**src/am824_pkg.sv**
```systemverilog
`default_nettype none
package am824_pkg;

   localparam int unsigned DATA_W   = 8;
   localparam int unsigned PERIOD_W = 20;
   localparam int unsigned CSR_IDX_W = 1;

   localparam logic [CSR_IDX_W-1:0] CSR_SYT_SPAN     = 1'b0;
   localparam logic [CSR_IDX_W-1:0] CSR_BLOCK_PERIOD = 1'b1;

   localparam logic [DATA_W-1:0]   SYT_RESET    = 8'd8;
   localparam logic [PERIOD_W-1:0] PERIOD_RESET = 20'd20833;

   typedef enum logic [2:0] {
      ST_IDLE,
      ST_DIV,
      ST_UPD,
      ST_ANCH,
      ST_PTS,
      ST_DONE
   } state_type;

   typedef struct packed {
      logic              start;
      logic [DATA_W-1:0] dividend;
      logic [DATA_W-1:0] divisor;
   } div_req_type;

   typedef struct packed {
      logic              done;
      logic [DATA_W-1:0] rem;
   } div_rsp_type;

   typedef struct packed {
      logic        start;
      logic [32:0] delta;
   } pts_req_type;

endpackage
`default_nettype wire

```
**src/am824_div.sv**
```systemverilog
`default_nettype none
module am824_div (
   input  wire logic                  clock,
   input  wire logic                  reset,
   input  wire am824_pkg::div_req_type req,
   output am824_pkg::div_rsp_type      rsp
);

   localparam int unsigned W  = am824_pkg::DATA_W;
   localparam int unsigned CW = $clog2(W);

   logic [W:0]    rem_ff, rem_in;
   logic [W-1:0]  dvd_ff, dvd_in;
   logic [W-1:0]  dsr_ff, dsr_in;
   logic [CW-1:0] cnt_ff, cnt_in;
   logic          busy_ff, busy_in;
   logic          done_ff, done_in;
   logic [W:0]    trial;

   // one restoring step per cycle: shift in a dividend bit, subtract if it fits
   assign trial = {rem_ff[W-1:0], dvd_ff[W-1]};

   always_comb begin
      rem_in  = rem_ff;
      dvd_in  = dvd_ff;
      dsr_in  = dsr_ff;
      cnt_in  = cnt_ff;
      busy_in = busy_ff;
      done_in = 1'b0;
      if (req.start) begin
         rem_in  = '0;
         dvd_in  = req.dividend;
         dsr_in  = req.divisor;
         cnt_in  = '0;
         busy_in = 1'b1;
      end else if (busy_ff) begin
         if (trial >= {1'b0, dsr_ff}) begin
            rem_in = trial - {1'b0, dsr_ff};
         end else begin
            rem_in = trial;
         end
         dvd_in = {dvd_ff[W-2:0], 1'b0};
         cnt_in = cnt_ff + 1'b1;
         if (cnt_ff == CW'(W - 1)) begin
            busy_in = 1'b0;
            done_in = 1'b1;
         end
      end
   end

   always_ff @(posedge clock) begin
      if (reset) begin
         busy_ff <= 1'b0;
         done_ff <= 1'b0;
         cnt_ff  <= '0;
      end else begin
         busy_ff <= busy_in;
         done_ff <= done_in;
         cnt_ff  <= cnt_in;
      end
      rem_ff <= rem_in;
      dvd_ff <= dvd_in;
      dsr_ff <= dsr_in;
   end

   assign rsp.done = done_ff;
   assign rsp.rem  = rem_ff[W-1:0];

endmodule
`default_nettype wire

```
**src/am824_pts.sv**
```systemverilog
`default_nettype none
module am824_pts (
   input  wire logic                              clock,
   input  wire logic                              reset,
   input  wire am824_pkg::pts_req_type            req,
   input  wire logic [am824_pkg::PERIOD_W-1:0]    period,
   input  wire logic [63:0]                       anchor_time,
   output logic                                   valid,
   output logic [63:0]                            base
);

   localparam int unsigned PW = am824_pkg::PERIOD_W;
   localparam int unsigned MW = 33 + PW + 1;

   logic signed [MW-1:0] prod_ff, prod_in;
   logic [63:0]          base_ff, base_in;
   logic                 stg_ff, valid_ff, valid_in;

   assign prod_in = MW'($signed(req.delta) * $signed({1'b0, period}));
   assign base_in = anchor_time + 64'(prod_ff);

   always_comb begin
      valid_in = valid_ff;
      if (req.start) begin
         valid_in = 1'b0;
      end else if (stg_ff) begin
         valid_in = 1'b1;
      end
   end

   always_ff @(posedge clock) begin
      if (reset) begin
         stg_ff   <= 1'b0;
         valid_ff <= 1'b0;
      end else begin
         stg_ff   <= req.start;
         valid_ff <= valid_in;
      end
      if (req.start) begin
         prod_ff <= prod_in;
      end
      if (stg_ff) begin
         base_ff <= base_in;
      end
   end

   assign valid = valid_ff;
   assign base  = base_ff;

endmodule
`default_nettype wire

```
**src/am824_stream_timing_tracker.sv**
```systemverilog
`default_nettype none
// channel  | ports             | tdata (low bit up)                           | tuser
// ---------+-------------------+----------------------------------------------+------------
// req      | req_t*            | seq_num, block_count, avtp_ts, now_ns        | ts_valid
// rsp      | rsp_t*            | base_pts_ns, gap_total, anchor_updates,      | anchor_ok,
//          |                   | packets_seen                                 | gap_seen
// csr      | csr_we/index/wdata| 0 syt span (blocks), 1 block period (ns)     | -
//
// An item passes the divider, then the update, anchor, PTS and done states, before its
// result register is loaded; no new item is taken until then. The 8-step compare/subtract
// divider computes dbc mod the syt span.
// req_tready is high only in idle; one item is in flight at a time.
// A pending result waits in the rsp register; the block idles only until it can load it.
// Synchronous active-high reset clears all tracking state and counters.
module am824_stream_timing_tracker (
   input  wire logic          clock,
   input  wire logic          reset,
   input  wire logic          req_tvalid,
   output logic               req_tready,
   input  wire logic [111:0]  req_tdata,   // seq_num, block_count, avtp_ts, now_ns
   input  wire logic          req_tuser,   // ts_valid
   output logic               rsp_tvalid,
   input  wire logic          rsp_tready,
   output logic [159:0]       rsp_tdata,   // base_pts_ns, gap_total, anchor_updates,
                                           // packets_seen
   output logic [1:0]         rsp_tuser,   // anchor_ok, gap_seen
   input  wire logic          csr_we,
   input  wire logic [am824_pkg::CSR_IDX_W-1:0] csr_index,
   input  wire logic [am824_pkg::PERIOD_W-1:0]  csr_wdata
);

   localparam int unsigned W  = am824_pkg::DATA_W;
   localparam int unsigned PW = am824_pkg::PERIOD_W;

   am824_pkg::state_type state_ff, state_in;
   am824_pkg::div_req_type div_req;
   am824_pkg::div_rsp_type div_rsp;
   am824_pkg::pts_req_type pts_req;

   logic [W-1:0]  syt_ff;
   logic [PW-1:0] period_ff;

   logic [W-1:0]  seq_ff, dbc_ff;
   logic          tv_ff;
   logic [31:0]   ts_ff;
   logic [63:0]   now_ff;
   logic [W-1:0]  offs_ff;
   logic          upd_ff;

   logic [W-1:0]  prev_seq_ff, prev_dbc_ff;
   logic [31:0]   running_ff, anchor_blocks_ff;
   logic [63:0]   anchor_time_ff;
   logic          anchor_ff;
   logic [31:0]   pkt_cnt_ff, upd_cnt_ff, gap_cnt_ff;
   logic          gap_ff;

   logic          rsp_valid_ff;
   logic [159:0]  rsp_data_ff;
   logic [1:0]    rsp_user_ff;

   logic          accept, do_upd, do_anch, do_load, out_free;
   logic          pts_start;
   logic          pts_valid;
   logic [63:0]   pts_base;
   logic [31:0]   ahead;
   logic [63:0]   ahead_ext;
   logic          first_pkt, gap_now;

   assign out_free = !rsp_valid_ff || rsp_tready;
   assign accept   = req_tvalid && req_tready;

   // next state
   always_comb begin
      state_in = state_ff;
      unique case (state_ff)
         am824_pkg::ST_IDLE: if (accept)       state_in = am824_pkg::ST_DIV;
         am824_pkg::ST_DIV:  if (div_rsp.done) state_in = am824_pkg::ST_UPD;
         am824_pkg::ST_UPD:  state_in = am824_pkg::ST_ANCH;
         am824_pkg::ST_ANCH: state_in = am824_pkg::ST_PTS;
         am824_pkg::ST_PTS:  state_in = am824_pkg::ST_DONE;
         am824_pkg::ST_DONE: if (pts_valid && out_free) state_in = am824_pkg::ST_IDLE;
         default:            state_in = am824_pkg::ST_IDLE;
      endcase
   end

   // state outputs
   always_comb begin
      req_tready = 1'b0;
      do_upd     = 1'b0;
      do_anch    = 1'b0;
      pts_start  = 1'b0;
      do_load    = 1'b0;
      unique case (state_ff)
         am824_pkg::ST_IDLE: req_tready = 1'b1;
         am824_pkg::ST_DIV:  ;
         am824_pkg::ST_UPD:  do_upd     = 1'b1;
         am824_pkg::ST_ANCH: do_anch    = 1'b1;
         am824_pkg::ST_PTS:  pts_start  = 1'b1;
         am824_pkg::ST_DONE: do_load    = pts_valid && out_free;
         default:            ;
      endcase
   end

   assign div_req.start    = accept;
   assign div_req.dividend = req_tdata[15:8];
   assign div_req.divisor  = syt_ff;

   am824_div u_div (
      .clock (clock),
      .reset (reset),
      .req   (div_req),
      .rsp   (div_rsp)
   );

   assign pts_req.start = pts_start;
   assign pts_req.delta = {1'b0, running_ff} - {1'b0, anchor_blocks_ff};

   am824_pts u_pts (
      .clock       (clock),
      .reset       (reset),
      .req         (pts_req),
      .period      (period_ff),
      .anchor_time (anchor_time_ff),
      .valid       (pts_valid),
      .base        (pts_base)
   );

   // nearest 64-bit time to now whose low word is the timestamp; tie goes later
   assign ahead     = ts_ff - now_ff[31:0];
   assign ahead_ext = (ahead > 32'h8000_0000) ? {32'hFFFF_FFFF, ahead} : {32'h0, ahead};
   assign first_pkt = (pkt_cnt_ff == '0);
   assign gap_now   = !first_pkt && (seq_ff != prev_seq_ff + 1'b1);

   always_ff @(posedge clock) begin
      if (reset) begin
         state_ff         <= am824_pkg::ST_IDLE;
         syt_ff           <= am824_pkg::SYT_RESET;
         period_ff        <= am824_pkg::PERIOD_RESET;
         prev_seq_ff      <= '0;
         prev_dbc_ff      <= '0;
         running_ff       <= '0;
         anchor_blocks_ff <= '0;
         anchor_time_ff   <= '0;
         anchor_ff        <= 1'b0;
         pkt_cnt_ff       <= '0;
         upd_cnt_ff       <= '0;
         gap_cnt_ff       <= '0;
         rsp_valid_ff     <= 1'b0;
      end else begin
         state_ff <= state_in;
         if (csr_we) begin
            unique case (csr_index)
               am824_pkg::CSR_SYT_SPAN:     syt_ff    <= csr_wdata[W-1:0];
               am824_pkg::CSR_BLOCK_PERIOD: period_ff <= csr_wdata;
               default: ;
            endcase
         end
         if (do_upd) begin
            prev_seq_ff <= seq_ff;
            prev_dbc_ff <= dbc_ff;
            if (first_pkt) begin
               running_ff <= {24'h0, dbc_ff};
            end else begin
               running_ff <= running_ff + {24'h0, 8'(dbc_ff - prev_dbc_ff)};
            end
            if (gap_now) begin
               gap_cnt_ff <= gap_cnt_ff + 1'b1;
            end
            if (upd_ff) begin
               anchor_time_ff <= now_ff + ahead_ext;
               upd_cnt_ff     <= upd_cnt_ff + 1'b1;
            end
            pkt_cnt_ff <= pkt_cnt_ff + 1'b1;
         end
         if (do_anch && upd_ff) begin
            anchor_blocks_ff <= running_ff + {24'h0, offs_ff};
            anchor_ff        <= 1'b1;
         end
         if (do_load) begin
            rsp_valid_ff <= 1'b1;
         end else if (rsp_tready) begin
            rsp_valid_ff <= 1'b0;
         end
      end
      if (accept) begin
         seq_ff <= req_tdata[7:0];
         dbc_ff <= req_tdata[15:8];
         ts_ff  <= req_tdata[47:16];
         now_ff <= req_tdata[111:48];
         tv_ff  <= req_tuser;
      end
      if (state_ff == am824_pkg::ST_DIV && div_rsp.done) begin
         offs_ff <= (div_rsp.rem == '0) ? '0 : syt_ff - div_rsp.rem;
         upd_ff  <= tv_ff && (syt_ff != '0);
      end
      if (do_upd) begin
         gap_ff <= gap_now;
      end
      if (do_load) begin
         rsp_data_ff <= {pkt_cnt_ff, upd_cnt_ff, gap_cnt_ff,
                         anchor_ff ? pts_base : 64'h0};
         rsp_user_ff <= {gap_ff, anchor_ff};
      end
   end

   assign rsp_tvalid = rsp_valid_ff;
   assign rsp_tdata  = rsp_data_ff;
   assign rsp_tuser  = rsp_user_ff;

endmodule
`default_nettype wire

```
**config.mk**
```make
export PLATFORM = sky130hd
export DESIGN_NAME = am824_stream_timing_tracker
export DESIGN_NICKNAME = d
export VERILOG_FILES = /design/src/am824_pkg.sv /design/src/am824_div.sv /design/src/am824_pts.sv /design/src/am824_stream_timing_tracker.sv
export SDC_FILE = /design/constraint.sdc
export NUM_CORES = 2
export LEC_CHECK = 0
export ABC_AREA = 1
export BUFFER_PORTS_ARGS = -buffer_cell sky130_fd_sc_hd__clkbuf_2
export CAP_MARGIN = 20
export CORE_MARGIN = 2
export CORE_UTILIZATION = 35
export CTS_BUF_LIST = sky130_fd_sc_hd__clkbuf_8
export CTS_CLUSTER_DIAMETER = 80
export CTS_CLUSTER_SIZE = 16
export DETAILED_ROUTE_END_ITERATION = 12
export GPL_ROUTABILITY_DRIVEN = 0
export PLACE_DENSITY = 0.55
export SETUP_SLACK_MARGIN = 0.5
export SLEW_MARGIN = 20
export SYNTH_ARGS = -nofsm -noshare
export SYNTH_HDL_FRONTEND = slang
export SYNTH_SLANG_ARGS = --single-unit
```
**constraint.sdc**
```tcl
create_clock -name clock -period 21.3 [get_ports clock]
set_clock_uncertainty 0.05 [all_clocks]
set_input_delay 3.195 -clock clock [delete_from_list [all_inputs] [get_ports clock]]
set_output_delay 3.195 -clock clock [all_outputs]
set_load 0.01 [all_outputs]
```
==> run metrics <==
global-route wire length before repair 303000 um; worst-path maximum fanout 16; largest net degree at the start of global routing 88; ys async rst share 0%; DRC violations left 0; TritonCTS Buffers 56; vias 51527; Post-Syn Area 0.0628 mm2; CTS H-tree lvls 2; final WL 198000 um; Seq/Total Area, Yosys 29.2%; HPWL Detailed 160000 um; core box area 0.178 mm2; global route overflow 0; Die H 428 um; Hold WS 0.395 ns; design area 0.0680 mm2; Post-Syn Area per Cell 8.28 um2; Buffers on Ports 302; WP buf/inv 7; flops & latches, synth 707; R2R Setup Slk 11.62 ns; hold_buf cts 0; fraction of layout cells with a size suffix above 1 7.14%; Vias/cell 5.05; Worst-path clk slew 0.11 ns; Final min period 9.68 ns; Setup TNS Final 0 ns; CTS tree yes; Die Wd 428 um; Netlist cell types 72; R2R cell count 35; total global-route track usage 21.6%; Min-Delay Path Class flop to flop; YS warnings 0; Period Utilization, post-route 45.4%; Net Count, Synth 8755; CP max stage delay 0.68 ns; critical path type flop to flop; Critical Path AT 10.20 ns; Post-Place Worst Slack 11.69 ns; f_max 103 MHz; Rows 155; Critical Path RT 21.83 ns; Worst Hold End period_ff[19]$_SDFFE_PP0P_; Slew Limit Headroom 23.0%; Top cell by count, worst path fa_1; hold depth 2; startpoint class of the critical path flop; root buf cell clkbuf_8; Max Slew Vio Count 0; Reg-to-Reg Start running_ff[1]$_SDFFE_PP0P_; Layout Nets 8979; Final Hold Viols 0; Primary FF master, synth edfxtp_1; Critical Path End Type flop; total die area 0.183 mm2; post_cts resized 0; io pins 303; FF-to-FF End u_pts.prod_ff[31]$_DFFE_PP_; initial antenna violation count 6; start point of the worst hold path period_ff[19]$_SDFFE_PP0P_; routed length per placed instance 19.4 um; final setup fails 0; Worst path top cell family by delay adder cells; Area after DPL 0.0669 mm2; Initial Util 35.2%; Max Cap Viol 0; DRT Pass-1 Iters 7; slowest CP cell nand2_1; min setup slack post-route 11.62 ns; worst slew pin tran 1.15 ns; Clock Sinks 707; antenna-violating nets left 0; Longest Clk Path Bufs 3; later-pin clock latency in the skew report 0.81 ns; Fillers 18491; Reg area 0.0184 mm2; synthesis-to-finish area growth 8.23%; cell count after synthesis 7584; Setup Fix Bufs, Post-CTS 0; Detailed Route Iter0 Violations 4223; Post-synth EDFFs 419; vias in the first global route 51833; area of the multi-input gates 0.0380 mm2; RSZ-0062 raised after global routing no; Worst path depth 35; status finished, final reports clean
kinds of logic after synthesis:
group | synth area share, %
and+or+nand+nor | 18.4
xor gates and xnor gates | 3.82
buffers and inverters | 10.3
AOI/OAI and AO/OA | 9.82
DFF | 29.2
adders and majority gates | 28.5
routing by layer:
layer	vias up	wire [um]	GRT usage, %
li1	24364	-	-
met1	25001	84900	28.4
met2	1831	92300	36.4
met3	325	13100	2.98
met4	6	7430	7.44
met5	-	48	0
synthesized netlist by cell type (30+ instances only):
| cell type | count | share of area (%) |
|---|---|---|
| o211ai_1 | 38 | 0.45 |
| nand2_1 | 1216 | 7.3 |
| clkbuf_1 | 131 | 0.78 |
| a31oi_1 | 77 | 0.77 |
| nor4_1 | 52 | 0.52 |
| dfxtp_1 | 288 | 9.2 |
| inv_1 | 1502 | 9.0 |
| o21a_1 | 36 | 0.43 |
| a21oi_1 | 479 | 3.8 |
| xor2_1 | 169 | 2.4 |
| fa_1 | 662 | 21 |
| o21ai_0 | 308 | 2.5 |
| nand3_1 | 206 | 1.6 |
| nor3_1 | 98 | 0.78 |
| or2_2 | 37 | 0.37 |
| nand4_1 | 55 | 0.55 |
| xnor2_1 | 98 | 1.4 |
| a21o_1 | 30 | 0.36 |
| nor2_1 | 1013 | 6.1 |
| ha_1 | 370 | 7.4 |
| edfxtp_1 | 419 | 20 |
tightest hold or removal path: stages, from the launching register on:
cell and delay, ns:
dfxtp_1 0.31, clkinv_1 0.05, a21oi_1 0.05
sequential cells by signal, summed over array words and instances (netlist names), 20 cells and up:
| signal | cells |
|---|---|
| gap_cnt_ff | 32 |
| u_pts.base | 64 |
| anchor_blocks_ff | 32 |
| period_ff | 20 |
| anchor_time_ff | 64 |
| now_ff | 64 |
| u_pts.prod_ff | 54 |
| upd_cnt_ff | 32 |
| pkt_cnt_ff | 32 |
| running_ff | 32 |
| ts_ff | 32 |
| rsp_tdata | 160 |
cell usage in the layout (no fill, tap or decap), types with 8 or more instances in the layout:
| master | Yosys | layout |
|---|---|---|
| fa_1 | 662 | 662 |
| o21bai_1 | 17 | 17 |
| nand3b_1 | 8 | 8 |
| nand2_2 | 14 | 14 |
| clkbuf_8 | 0 | 57 |
| nor3_1 | 98 | 98 |
| clkinv_1 | 16 | 13 |
| nor3b_1 | 8 | 8 |
| a221oi_1 | 10 | 10 |
| o21ai_0 | 308 | 308 |
| nor2_1 | 1013 | 1012 |
| a211oi_1 | 13 | 13 |
| o211ai_1 | 38 | 38 |
| dfxtp_1 | 288 | 286 |
| inv_1 | 1502 | 1533 |
| nor4_1 | 52 | 51 |
| or2_2 | 37 | 37 |
| o21a_1 | 36 | 36 |
| buf_4 | 3 | 42 |
| a21o_1 | 30 | 30 |
| a21boi_0 | 15 | 15 |
| nand4_1 | 55 | 55 |
| o21ai_2 | 8 | 8 |
| a21oi_1 | 479 | 479 |
| clkbuf_2 | 0 | 301 |
| nor2_2 | 25 | 25 |
| xor2_1 | 169 | 169 |
| inv_2 | 13 | 16 |
| xnor2_1 | 98 | 98 |
| edfxtp_1 | 419 | 419 |
| ha_1 | 370 | 370 |
| a31oi_1 | 77 | 77 |
| nand2_1 | 1216 | 1216 |
| o22ai_1 | 12 | 12 |
| nand3_1 | 206 | 206 |
| o21ai_1 | 15 | 15 |
per-stage QoR:
stage,std cells,util [%]
6_report,10212,38.1
5_1_grt,10211,38.1
4_1_cts,10210,38.1
3_5_place_dp,10105,37.5
3_3_place_gp,10105,37.5
2_1_floorplan,7584,-
worst max path at each step:
stage | start | to
2_1_floorplan | rsp_tready | rsp_tdata[0]$_SDFFCE_PN0P_
3_3_place_gp | running_ff[0]$_SDFFE_PP0P_ | u_pts.prod_ff[31]$_DFFE_PP_
3_5_place_dp | running_ff[1]$_SDFFE_PP0P_ | u_pts.prod_ff[31]$_DFFE_PP_
4_1_cts | running_ff[0]$_SDFFE_PP0P_ | u_pts.prod_ff[41]$_DFFE_PP_
5_1_grt | running_ff[1]$_SDFFE_PP0P_ | u_pts.prod_ff[52]$_DFFE_PP_
6_report | running_ff[1]$_SDFFE_PP0P_ | u_pts.prod_ff[31]$_DFFE_PP_
cell type report:
class	instances	area share, %
multi-input cells	5168	55.9
clock buffers	57	1.15
flip-flops and latches	707	27.0
inverters	1531	8.46
diodes	2	0.00736
well taps	2355	4.34
repair buffers	344	2.71
clock inverters	48	0.425
Power is left out: the tool's default activity adds up to more than one toggle a clock period on the data nets, which glitch-free logic cannot reach.
